`src/sv/prsd_pkg.sv`:
```
// Shared types and constants of the palette RLE sprite decoder.
// No dependencies; used by all decoder modules.
`default_nettype none

package prsd_pkg;

   localparam int CSR_INDEX_BITS = 3;
   localparam int CSR_DATA_BITS  = 32;
   localparam int PIXEL_BITS     = 17;
   localparam int LENGTH_BITS    = 9;
   localparam int OFFSET_BITS    = 16;
   localparam int SIZE_BITS      = 9;
   localparam int COLOR_BITS     = 32;
   localparam int RGB_BITS       = 24;
   localparam int INDEX_BITS     = 8;

   localparam logic CMD_PALETTE = 1'b0;
   localparam logic CMD_DATA    = 1'b1;

   localparam logic [CSR_INDEX_BITS-1:0] REG_TRANSPARENT_INDEX = 3'd0;
   localparam logic [CSR_INDEX_BITS-1:0] REG_COMPRESSED_MODE   = 3'd1;
   localparam logic [CSR_INDEX_BITS-1:0] REG_FRAME_WIDTH       = 3'd2;
   localparam logic [CSR_INDEX_BITS-1:0] REG_FRAME_HEIGHT      = 3'd3;
   localparam logic [CSR_INDEX_BITS-1:0] REG_TRANSPARENT_COLOR = 3'd4;

   localparam logic [7:0] OPAQUE_ALPHA = 8'hFF;

   typedef struct packed {
      logic [OFFSET_BITS-1:0] start_offset;
      logic [LENGTH_BITS-1:0] run_length;
      logic                   frame_done;
      logic                   run_clipped;
      logic                   transparent;
   } run_type;

endpackage

`default_nettype wire

```
`src/sv/prsd_run_ctrl.sv`:
```
// Run builder: pixel counter, pending-count flag, clipping and frame end.
// Depends on prsd_pkg for run_type and widths.
`default_nettype none

module prsd_run_ctrl (
   input  wire logic                                 clock,
   input  wire logic                                 reset,
   input  wire logic                                 accept,
   input  wire logic [prsd_pkg::INDEX_BITS-1:0]      data_byte,
   input  wire logic [prsd_pkg::INDEX_BITS-1:0]      transparent_index,
   input  wire logic                                 compressed_mode,
   input  wire logic [prsd_pkg::PIXEL_BITS-1:0]      total,
   output      logic                                 run_valid,
   output      prsd_pkg::run_type                    run
);

   logic [prsd_pkg::PIXEL_BITS-1:0]  pixels_done_ff;
   logic [prsd_pkg::PIXEL_BITS-1:0]  pixels_done_in;
   logic                             count_pending_ff;
   logic                             count_pending_in;
   logic [prsd_pkg::PIXEL_BITS-1:0]  base;
   logic [prsd_pkg::PIXEL_BITS-1:0]  remaining;
   logic [prsd_pkg::PIXEL_BITS-1:0]  sum;
   logic [prsd_pkg::LENGTH_BITS-1:0] len;
   logic [prsd_pkg::LENGTH_BITS-1:0] len_cut;
   logic                             emit;
   logic                             transp;
   logic                             clipped;
   logic                             done;

   always_comb begin
      base             = (pixels_done_ff >= total) ? '0 : pixels_done_ff;
      emit             = 1'b1;
      len              = prsd_pkg::LENGTH_BITS'(1);
      transp           = 1'b0;
      count_pending_in = count_pending_ff;
      if (count_pending_ff) begin
         len              = {1'b0, data_byte} + prsd_pkg::LENGTH_BITS'(1);
         transp           = 1'b1;
         count_pending_in = 1'b0;
      end else if (data_byte == transparent_index) begin
         transp = 1'b1;
         if (compressed_mode) begin
            emit             = 1'b0;
            count_pending_in = 1'b1;
         end
      end
      remaining = total - base;
      clipped   = prsd_pkg::PIXEL_BITS'(len) > remaining;
      len_cut   = clipped ? remaining[prsd_pkg::LENGTH_BITS-1:0] : len;
      sum       = base + prsd_pkg::PIXEL_BITS'(len_cut);
      done      = sum >= total;
      pixels_done_in = base;
      if (emit) begin
         pixels_done_in = done ? '0 : sum;
         if (done) begin
            count_pending_in = 1'b0;
         end
      end
   end

   always_ff @(posedge clock) begin
      if (reset) begin
         pixels_done_ff   <= '0;
         count_pending_ff <= 1'b0;
      end else if (accept) begin
         pixels_done_ff   <= pixels_done_in;
         count_pending_ff <= count_pending_in;
      end
   end

   assign run_valid        = emit;
   assign run.start_offset = base[prsd_pkg::OFFSET_BITS-1:0];
   assign run.run_length   = len_cut;
   assign run.frame_done   = done;
   assign run.run_clipped  = clipped;
   assign run.transparent  = transp;

endmodule

`default_nettype wire

```
`config.mk`:
```
export PLATFORM = sky130hd
export DESIGN_NAME = prsd_run_ctrl
export DESIGN_NICKNAME = d
export VERILOG_FILES = /design/src/sv/prsd_pkg.sv /design/src/sv/prsd_run_ctrl.sv
export SDC_FILE = /design/constraint.sdc
export NUM_CORES = 1
export LEC_CHECK = 0
export ABC_AREA = 1
export BUFFER_PORTS_ARGS = -buffer_cell sky130_fd_sc_hd__buf_2
export CAP_MARGIN = 10
export CORE_MARGIN = 1.5
export CORE_UTILIZATION = 30
export DETAILED_ROUTE_END_ITERATION = 8
export GPL_ROUTABILITY_DRIVEN = 0
export SLEW_MARGIN = 20
export SYNTH_ARGS = -nofsm -noshare
export SYNTH_HDL_FRONTEND = slang
export SYNTH_SLANG_ARGS = --single-unit
```
`constraint.sdc`:
```
create_clock -name clock -period 32.7 [get_ports clock]
set_input_delay 6.54 -clock clock [delete_from_list [all_inputs] [get_ports clock]]
set_output_delay 6.54 -clock clock [all_outputs]
set_load 0.05 [all_outputs]
```
* Word-level counts from Yosys, hierarchy flattened
Index checks and enable logic that the tools add are counted.
Word-level totals: output and inout port bits 29, input port bits 37, register bits after elaboration 18
Cells by class: magnitude comparators 3, equal/unequal tests 1, multiplexer cells 15, $add $sub $neg 3
Operators by type and width (count):
- $mux W17 | 3
- $ge A17 B17 Y1 | 2
- $mux W9 | 2
- $add A17 B9 Y17 | 1
- $gt A9 B17 Y1 | 1
- $sub A17 B17 Y17 | 1
- $mux W1 | 10
- $add A8 B1 Y9 const B | 1
- $eq A8 B8 Y1 | 1

* Longest topological paths before layout
Gate-level depths: netlist (run 1).
word-level depth 9, gate-level depth with buffers 57, gate-level depth less buffers 55

* Worst setup path before layout (run 1)
OpenSTA, ideal clock, no wires.
path kind input -> output, start in total[16] in the netlist's numbering, end out run[2] in the netlist's numbering, required time 26.160 ns, data arrival time 14.294 ns, cell stages on the path 50, slack 11.866 ns, buffers on the path 3, path through inv_1 -> ha_1 -> nand2_1 -> nor2_1 -> nand2_1 -> nor2_1 -> nor2_1 -> nand2_1 -> nor2_1 -> buf_6 -> nand2_4 -> nor2_1 -> ha_1 -> inv_1 -> fa_1 -> nand3_1 -> nand3_2 -> nand2_1 -> [... 14 more ...] -> ha_1 -> inv_1 -> fa_1 -> o21ai_1 -> nand2_1 -> nand2_1 -> nand2_1 -> nand2_1 -> nand4_2 -> nor2_2 -> nand3_1 -> and2_1 -> ha_1 -> nand4_1 -> nor2_1 -> nand3b_1 -> nand4_1 -> buf_4
RTL lines:
- from (decl) | line prsd_run_ctrl.sv:12 | input wire logic [prsd_pkg::PIXEL_BITS-1:0] total,
- to (decl) | line prsd_run_ctrl.sv:14 | output prsd_pkg::run_type run

==> results.txt, run 1 <==
The flow ran to the end, and the final reports show no timing, DRC or antenna violations. The wire length of the first global-routing pass is 20400 um. The clock-pin transition on the worst setup and hold timing paths works out to 50 ps.

0 antenna diodes ended up in the layout. The total power of the final layout was 0.115 mW; the power per cell area was 25.0 nW/um2. The xor and xnor fraction of the mapped netlist area came out at 0.0458.

The final clock period utilization by the worst path is 0.657, and the fraction of the mapped netlist area in compound gates is 0.171. In the final timing run, aggregate negative setup slack is 0 ps. By area, the combinational part of the netlist is dominated by simple AND/OR/NAND/NOR gates.

The floorplan step defined a core boundary enclosing 13100 um2. The number of max-slew violations in the final report was 0. Synthesized instance count: 659.

The slowest library cell on the worst path is sky130_fd_sc_hd__nor2_1. The worst path buffer plus inverter count was 7; the starting density of the core was 0.306. Max-cap violations in this run came to 0. The share of synthesized registers carrying an async set or reset was 0; the row count was 42. The first detailed-routing pass ran for 5 iterations.

Data on the critical path arrives at its endpoint at 14940 ps. For the global-route congestion overflow total, the log shows 0. The total wire length after detailed routing is 12600 um.

After the first detailed-routing iteration, the DRC count stood at 264. The tools report the sort of element at the end of the critical path as a primary output. The via count of the routed design came out at 4365. The run gives 2.50 nW as the static leakage.

The worst-margin pin slew is 849 ps, and the setup clock skew after layout is 1.44 ps. The global routing usage summed across all routing layers came out at 0.179. The worst hold-check slack was 487 ps. The share of final-layout standard cells stronger than drive strength 1 was 0.147. Data on the critical path is required at its endpoint by 26160 ps. After synthesis, the mean cell area works out to 6.10 um2.

The maximum level of the CTS H-tree was 1. Grouping stages by cell kind, the critical path spends the most delay in simple AND/OR/NAND/NOR gates. Dividing the detail-routed via count by the number of cells gives 4.88. The run gives 0.349 as the final standard cell utilization of the core.

The most used flip-flop cell after synthesis is sky130_fd_sc_hd__dfxtp_1. The number of antenna violations at the first check in global routing was 0; the largest stage delay on the critical path was 640 ps. Static timing analysis puts the maximum clock frequency at 0.0465 GHz. The number of global-route vias before repair is 4167.

The floorplan step set the die width to 119 um. For the count of synthesis-stage warnings from yosys, the log shows 0. TritonCTS built the clock tree. The run gives 0.432 as the worst slew margin relative to its limit. The setup-violating endpoint count in the final report was 0. Along the worst path, the maximum fanout reaches 17. IR analysis of the VDD net gives a maximum drop of 0.0167 mV. The cell area after synthesis was 4020 um2; the final layout net count was 828. The number of clock sinks was 18.

The run gives 0 as the final number of hold-violating endpoints. In this run, synthesis produced a sequential element count of 18. The area growth from synthesis to final layout works out to 14.3%. In this run the tool buffered the top-level ports with 65 buffer cells. The most numerous cell type found on the critical path is sky130_fd_sc_hd__nand2_1. In the routed design, unresolved DRC markers number 0.

The tools report the number of top-level pins as 66. The number of clock buffers added by TritonCTS is 3. The logs give 1499 for the number of fill cells in the layout and 0 for the post-cts sizing count. The number of nets handed over by synthesis was 767.

Kind of launch point of the worst setup path: an input port. Counting distinct cell types in the post-synthesis netlist gives 44. The portion of the post-synthesis area used by sequential elements is 0.0897. The critical setup path kind is input port to primary output. Summed over all nets, the half-perimeter wirelength after detailed placement is 11100 um. Subtracting the final worst setup slack from the clock period gives 21480 ps. Root buffer selected by CTS: sky130_fd_sc_hd__clkbuf_16.

The area share of and/or/nand/nor cells after synthesis was 0.349. The count of flip-flops with a built-in enable after synthesis was 0. Share of cell area taken by muxes after synthesis: 0. Entering global routing, the biggest net connects 18 pins. The die covers 14100 um2. The insertion delay to the later sink of the worst-skew pair was 250 ps.

The deepest clock path buffer count is 2. Dividing the detail-routed wire length by the instance count gives 14.0 um. In this run, post-CTS hold repair placed 0 buffers. The run gives 0 as the number of routed nets with antenna violations. The adder-cell area share of the yosys netlist was 0.225. From bottom edge to top edge, the die measures 119 um. Once the clock tree was built, the setup fixing pass inserted 0 buffers. Setup repair after global routing left no endpoint under its margin.

In this run the worst hold path is classified as register to register.
[cell usage after synthesis (2+ instances only)]
cell                       number  share of area
sky130_fd_sc_hd__a21oi_2        4         0.0087
sky130_fd_sc_hd__inv_1        105          0.098
sky130_fd_sc_hd__nand4_1       16          0.025
sky130_fd_sc_hd__nor3_1        13          0.016
sky130_fd_sc_hd__nand2_2        4         0.0062
sky130_fd_sc_hd__o21ai_1        2         0.0025
sky130_fd_sc_hd__o21ai_0       29          0.036
sky130_fd_sc_hd__a21o_1         6          0.011
sky130_fd_sc_hd__nor2_2         4         0.0062
sky130_fd_sc_hd__a21oi_1       61          0.076
sky130_fd_sc_hd__and2_1         6         0.0093
sky130_fd_sc_hd__o21ai_2        9          0.020
sky130_fd_sc_hd__o211ai_1       3         0.0056
sky130_fd_sc_hd__clkinv_1       2         0.0019
sky130_fd_sc_hd__a31oi_1        3         0.0047
sky130_fd_sc_hd__buf_6          2         0.0056
sky130_fd_sc_hd__dfxtp_1       18          0.090
sky130_fd_sc_hd__buf_4          3         0.0056
sky130_fd_sc_hd__xor2_1        12          0.026
sky130_fd_sc_hd__ha_1          69           0.21
sky130_fd_sc_hd__fa_1           2          0.010
sky130_fd_sc_hd__nor2_1        52          0.049
sky130_fd_sc_hd__nand4_2        2         0.0062
sky130_fd_sc_hd__clkbuf_1       3         0.0028
sky130_fd_sc_hd__nand3_2        2         0.0050
sky130_fd_sc_hd__inv_2          4         0.0037
sky130_fd_sc_hd__nor3_2         3         0.0075
sky130_fd_sc_hd__nand3_1       37          0.046
sky130_fd_sc_hd__nand2_1      159           0.15
sky130_fd_sc_hd__xnor2_1        9          0.020
sky130_fd_sc_hd__or2_1          2         0.0031
[worst register-to-register path: cells and delay by family, from the launching register on]
kind	cells	cell delay, ps
adder cells (fa/ha/maj)	7	2190
flip-flops	1	440
buffers and inverters	4	280
AND/OR/NAND/NOR	32	5070
XOR/XNOR	1	260
AO/OA/AOI/OAI	5	890
[sequential cells by signal (all words and copies together) (netlist names)]
name,cells
count_pending_ff,1
pixels_done_ff,17
[final timing paths]
check | start | to | slack, ps | depth (start not counted)
max | total[16] | run[2] | 11220 | 49
min | pixels_done_ff[5] | pixels_done_ff[5] | 490 | 2
max reg2reg | pixels_done_ff[11] | pixels_done_ff[12] | 23520 | 49
min reg2reg | pixels_done_ff[5] | pixels_done_ff[5] | 490 | 2
[power by group]
group	total, mW	internal, mW	switching (mW)	leakage, nW
sequential	0.0243	0.0231	0.00124	0.147
combinational	0.0631	0.0205	0.0426	2.30
clock	0.0272	0.0186	0.00859	0.0442
total	0.115	0.0621	0.0524	2.50
[cell families after synthesis]
group,after synthesis
fa+ha+maj,71
compound gates,120
xor+xnor,21
simple gates,309
buf+inv,120
flops,18
[stage by stage]
step | cell area (um2) | cells | setup WS (ps)
after CTS | 4590 | 895 | 11250
after global routing | 4590 | 895 | 10370
after detailed placement | 4500 | 891 | 11290
final | 4590 | 895 | 11220
after global placement | 4500 | 891 | 11490
after floorplan | 4020 | 659 | 11870
[layout by cell type, fill, tap and decap left out, types with 6 or more instances in the layout]
cell	n
sky130_fd_sc_hd__nor2_1	52
sky130_fd_sc_hd__o21ai_0	29
sky130_fd_sc_hd__o21ai_2	9
sky130_fd_sc_hd__and2_1	6
sky130_fd_sc_hd__a21oi_1	61
sky130_fd_sc_hd__nand2_1	159
sky130_fd_sc_hd__ha_1	69
sky130_fd_sc_hd__nor3_1	13
sky130_fd_sc_hd__inv_1	105
sky130_fd_sc_hd__nand3_1	37
sky130_fd_sc_hd__buf_2	65
sky130_fd_sc_hd__xnor2_1	9
sky130_fd_sc_hd__xor2_1	12
sky130_fd_sc_hd__a21o_1	6
sky130_fd_sc_hd__nand4_1	16
sky130_fd_sc_hd__dfxtp_1	18
[routing by layer]
| metal | part of all wire | wire length, um | track usage | vias up |
|---|---|---|---|---|
| met1 | 0.47 | 5860 | 0.236 | 1944 |
| li1 | - | - | - | 2295 |
| met4 | 0.028 | 346 | 0.0587 | 0 |
| met5 | 0 | 0 | 0 | - |
| met3 | 0.042 | 525 | 0.0174 | 20 |
| met2 | 0.46 | 5820 | 0.304 | 106 |
[cell type report]
class                      instances  area [um2]  area share
timing repair buffer              65         325      0.0709
tap                              176         220      0.0480
inverter                         111         417      0.0908
clock buffer                       4        88.8      0.0194
sequential                        18         360      0.0785
multi-input combinational        521        3180       0.693
Power figures use the tool's default switching activity.
==> run 2, diff against run 1 <==
==> constraint.sdc (replaced) <==
create_clock -name clock -period 19.2 [get_ports clock]
set_input_delay 3.84 -clock clock [delete_from_list [all_inputs] [get_ports clock]]
set_output_delay 3.84 -clock clock [all_outputs]
set_load 0.05 [all_outputs]
==> results.txt, run 2 (synthesized netlist as in run 1, its figures left out) <==
Internal power: 0.106 mW (was 0.0621 mW). The detailed-router iteration count before antenna repair is 7 (was 5), and the filler-free cell count of the finished design is 895 (unchanged). Number of fill cells in the layout: 1454 (was 1499).

The largest stage delay on the critical path works out to 610 ps (was 640 ps). The logs give 13100 um2 (unchanged) for the area inside the core boundary and 0 (unchanged) for the number of DRC violations after detailed routing. The final worst slack is 3130 ps (was 11220 ps), and the final number of hold-violating endpoints is 0 (unchanged).

Total wire length after detailed routing: 12400 um (was 12600 um). Largest register by flop count: pixels_done_ff (unchanged). Termination of the worst setup path: run[2] (unchanged). The endpoint arrival time on the critical path is 12230 ps (was 14940 ps), and the power share of the combinational group is 0.545 (was 0.550).

Startpoint of the worst setup timing path: total[16] (unchanged). The horizontal die dimension was 119 um (unchanged). The run finished with clean final reports.

The total placed instance area is 4500 um2 (unchanged), and the deepest clock path buffer count is 2 (unchanged). Flip-flop count of the largest register, all copies and words added: 17 (unchanged). Slowest library cell on the worst path: sky130_fd_sc_hd__nor2_1 (unchanged). The via count of the routed design is 4396 (was 4365), and the net switching power of the design is 0.0898 mW (was 0.0524 mW). The total clock buffers created by CTS is 3 (unchanged), and the slack of the worst reg-to-reg path is 10090 ps (was 23520 ps).

The power per cell area is 42.6 nW/um2 (was 25.0 nW/um2). The run gives 0.244 (was 0.238) as the part of the total power dissipated in the clock network. The sort of element at the end of the critical path is a primary output (unchanged). The detail-routed net length per standard cell came out at 13.9 um (was 14.0 um). The row count came out at 42 (unchanged). The number of maximum-capacitance violations came out at 0 (unchanged). The area growth from synthesis to final layout is 14.3% (unchanged), and the setup clock skew after layout is 1.81 ps (was 1.44 ps). The post-cts sizing count came out at 0 (unchanged).

The number of clock sinks is 18 (unchanged). End of the worst register-to-register path: pixels_done_ff[12] (unchanged). The maximum level of the CTS H-tree was 1 (unchanged).

The number of routed nets with antenna violations is 0 (unchanged). Kind of launch point of the worst setup path: an input port (unchanged). The insertion delay to the later sink of the worst-skew pair was 250 ps (about the same). Counting I/O delays and the setup requirement, the final critical path takes 16070 ps.

Worst-margin pin slew: 808 ps (was 849 ps). The tools report the root buffer selected by CTS as sky130_fd_sc_hd__clkbuf_16 (unchanged). The global-route congestion overflow total came out at 0 (unchanged). The post-CTS setup repair buffer count is 0 (unchanged), and the share of final-layout standard cells stronger than drive strength 1 is 0.147 (unchanged). The largest fanout of any net on the critical path is 17 (unchanged). The logs give 0 (unchanged) for the number of hold buffers added after CTS and 3220 ps (was 11290 ps) for the post-placement worst setup slack. The sequential power share is 0.211 (was 0.212), and the number of top-level pins is 66 (unchanged). The critical setup path kind was input port to primary output (unchanged). Largest regs: pixels_done_ff: 17 flops, count_pending_ff: 1 flops (unchanged). Share of total power consumed by net switching: 0.459 (was 0.458). The depth of the worst register-to-register path works out to 49 (unchanged). The number of global-route vias before repair is 4092 (was 4167). TritonCTS built the clock tree. The worst reg2reg path startpoint is pixels_done_ff[12] (was pixels_done_ff[11]).

The run gives 0 (unchanged) as the setup-violating endpoint count in the final report. The initial DRC count came out at 247 (was 264). The logs give 0 (unchanged) for the number of max-slew violations in the final report and 0 (unchanged) for the antenna cell count.

Most frequent cells in the layout: 159 x sky130_fd_sc_hd__nand2_1, 105 x sky130_fd_sc_hd__inv_1, 69 x sky130_fd_sc_hd__ha_1 (unchanged). The tools report the worst hold-check slack as 487 ps (about the same). For the worst slew margin relative to its limit, the log shows 0.460 (was 0.432). The post-DP HPWL came out at 10900 um (was 11100 um). The average vias per placed instance is 4.91 (was 4.88), and the final standard cell utilization of the core is 0.349 (unchanged). The logs give 15360 ps (was 26160 ps) for the required time at the endpoint of the critical path and 0.196 mW (was 0.115 mW) for the total power of the final layout. The cell seen most often among critical-path stages was sky130_fd_sc_hd__nand2_1 (unchanged). The starting density of the core is 0.306 (unchanged), and the number of port buffers is 65 (unchanged). The final layout net count was 828 (unchanged); the number of cells after detailed placement was 891 (unchanged).

Vertical die dimension: 119 um (unchanged). The wire length of the first global-routing pass came out at 20000 um (was 20400 um). Area enclosed by the die boundary: 14100 um2 (unchanged). The tools report the maximum number of pins on one net before global-route repair as 18 (unchanged). The final clock period utilization by the worst path is 0.837. Based on the critical path, the design can be clocked at up to 0.0622 GHz. The clock-pin transition on the worst setup and hold timing paths came out at 60 ps (was 50 ps). Path class of the lowest-slack min-delay path: register to register (unchanged). Finished layout cell area: 4590 um2 (unchanged). The tools report the final-layout setup total negative slack as 0 ps (unchanged).

The most frequent standard cell in the layout excluding fill and tap cells was sky130_fd_sc_hd__nand2_1 (unchanged). Setup repair after global routing left no endpoint under its margin. The global routing usage summed across all routing layers is 0.175 (was 0.179), and the worst vdd rail ir drop is 0.0262 mV (was 0.0167 mV). The number of antenna violations at the first check in global routing was 0 (unchanged); the static leakage was 2.50 nW (unchanged).
-- run 2: how the worst min path moves through the flow --
stage | cells past startpoint | start | to
floorplan | 2 | pixels_done_ff[3] | pixels_done_ff[3]
global placement | 2 | pixels_done_ff[5] | pixels_done_ff[5]
detailed placement | 2 | pixels_done_ff[8] | pixels_done_ff[8]
CTS | 2 | pixels_done_ff[8] | pixels_done_ff[8]
global route | 2 | pixels_done_ff[8] | pixels_done_ff[8]
finish | 2 | pixels_done_ff[5] | pixels_done_ff[5]
-- run 2: cell type report --
| cell class | count | area (um2) | share of cell area |
|---|---|---|---|
| multi-input combinational | 521 | 3180 | 0.693 |
| inverter | 111 | 417 | 0.0908 |
| timing repair buffer | 65 | 325 | 0.0709 |
| tap | 176 | 220 | 0.0480 |
| clock buffer | 4 | 88.8 | 0.0194 |
| sequential | 18 | 360 | 0.0785 |
-- run 2: critical path: cells and delay by family --
family | cells | cell delay [ps]
AOI/OAI and AO/OA | 2 | 490
xor gates and xnor gates | 1 | 250
buffers and inverters | 7 | 770
and+or+nand+nor | 32 | 4580
adders and majority gates | 7 | 2240
-- run 2: power groups by stage --
stage	Sequential (mW)	Clock (mW)	Combinational [mW]
finish	0.0414	0.0477	0.107
global route	0.0415	0.0494	0.119
CTS	0.0413	0.0483	0.106
detailed placement	0.0421	0	0.106
global placement	0.0422	0	0.106
floorplan	0.0411	0	0.0779
-- run 2: layer usage --
layer  part of all wire  wire [um]  track usage  vias up
li1                   -          -            -     2295
met1               0.46       5700        0.231     1936
met2               0.45       5600        0.294      136
met3              0.050        623       0.0188       29
met4              0.038        470       0.0640        0
met5                  0          0            0        -
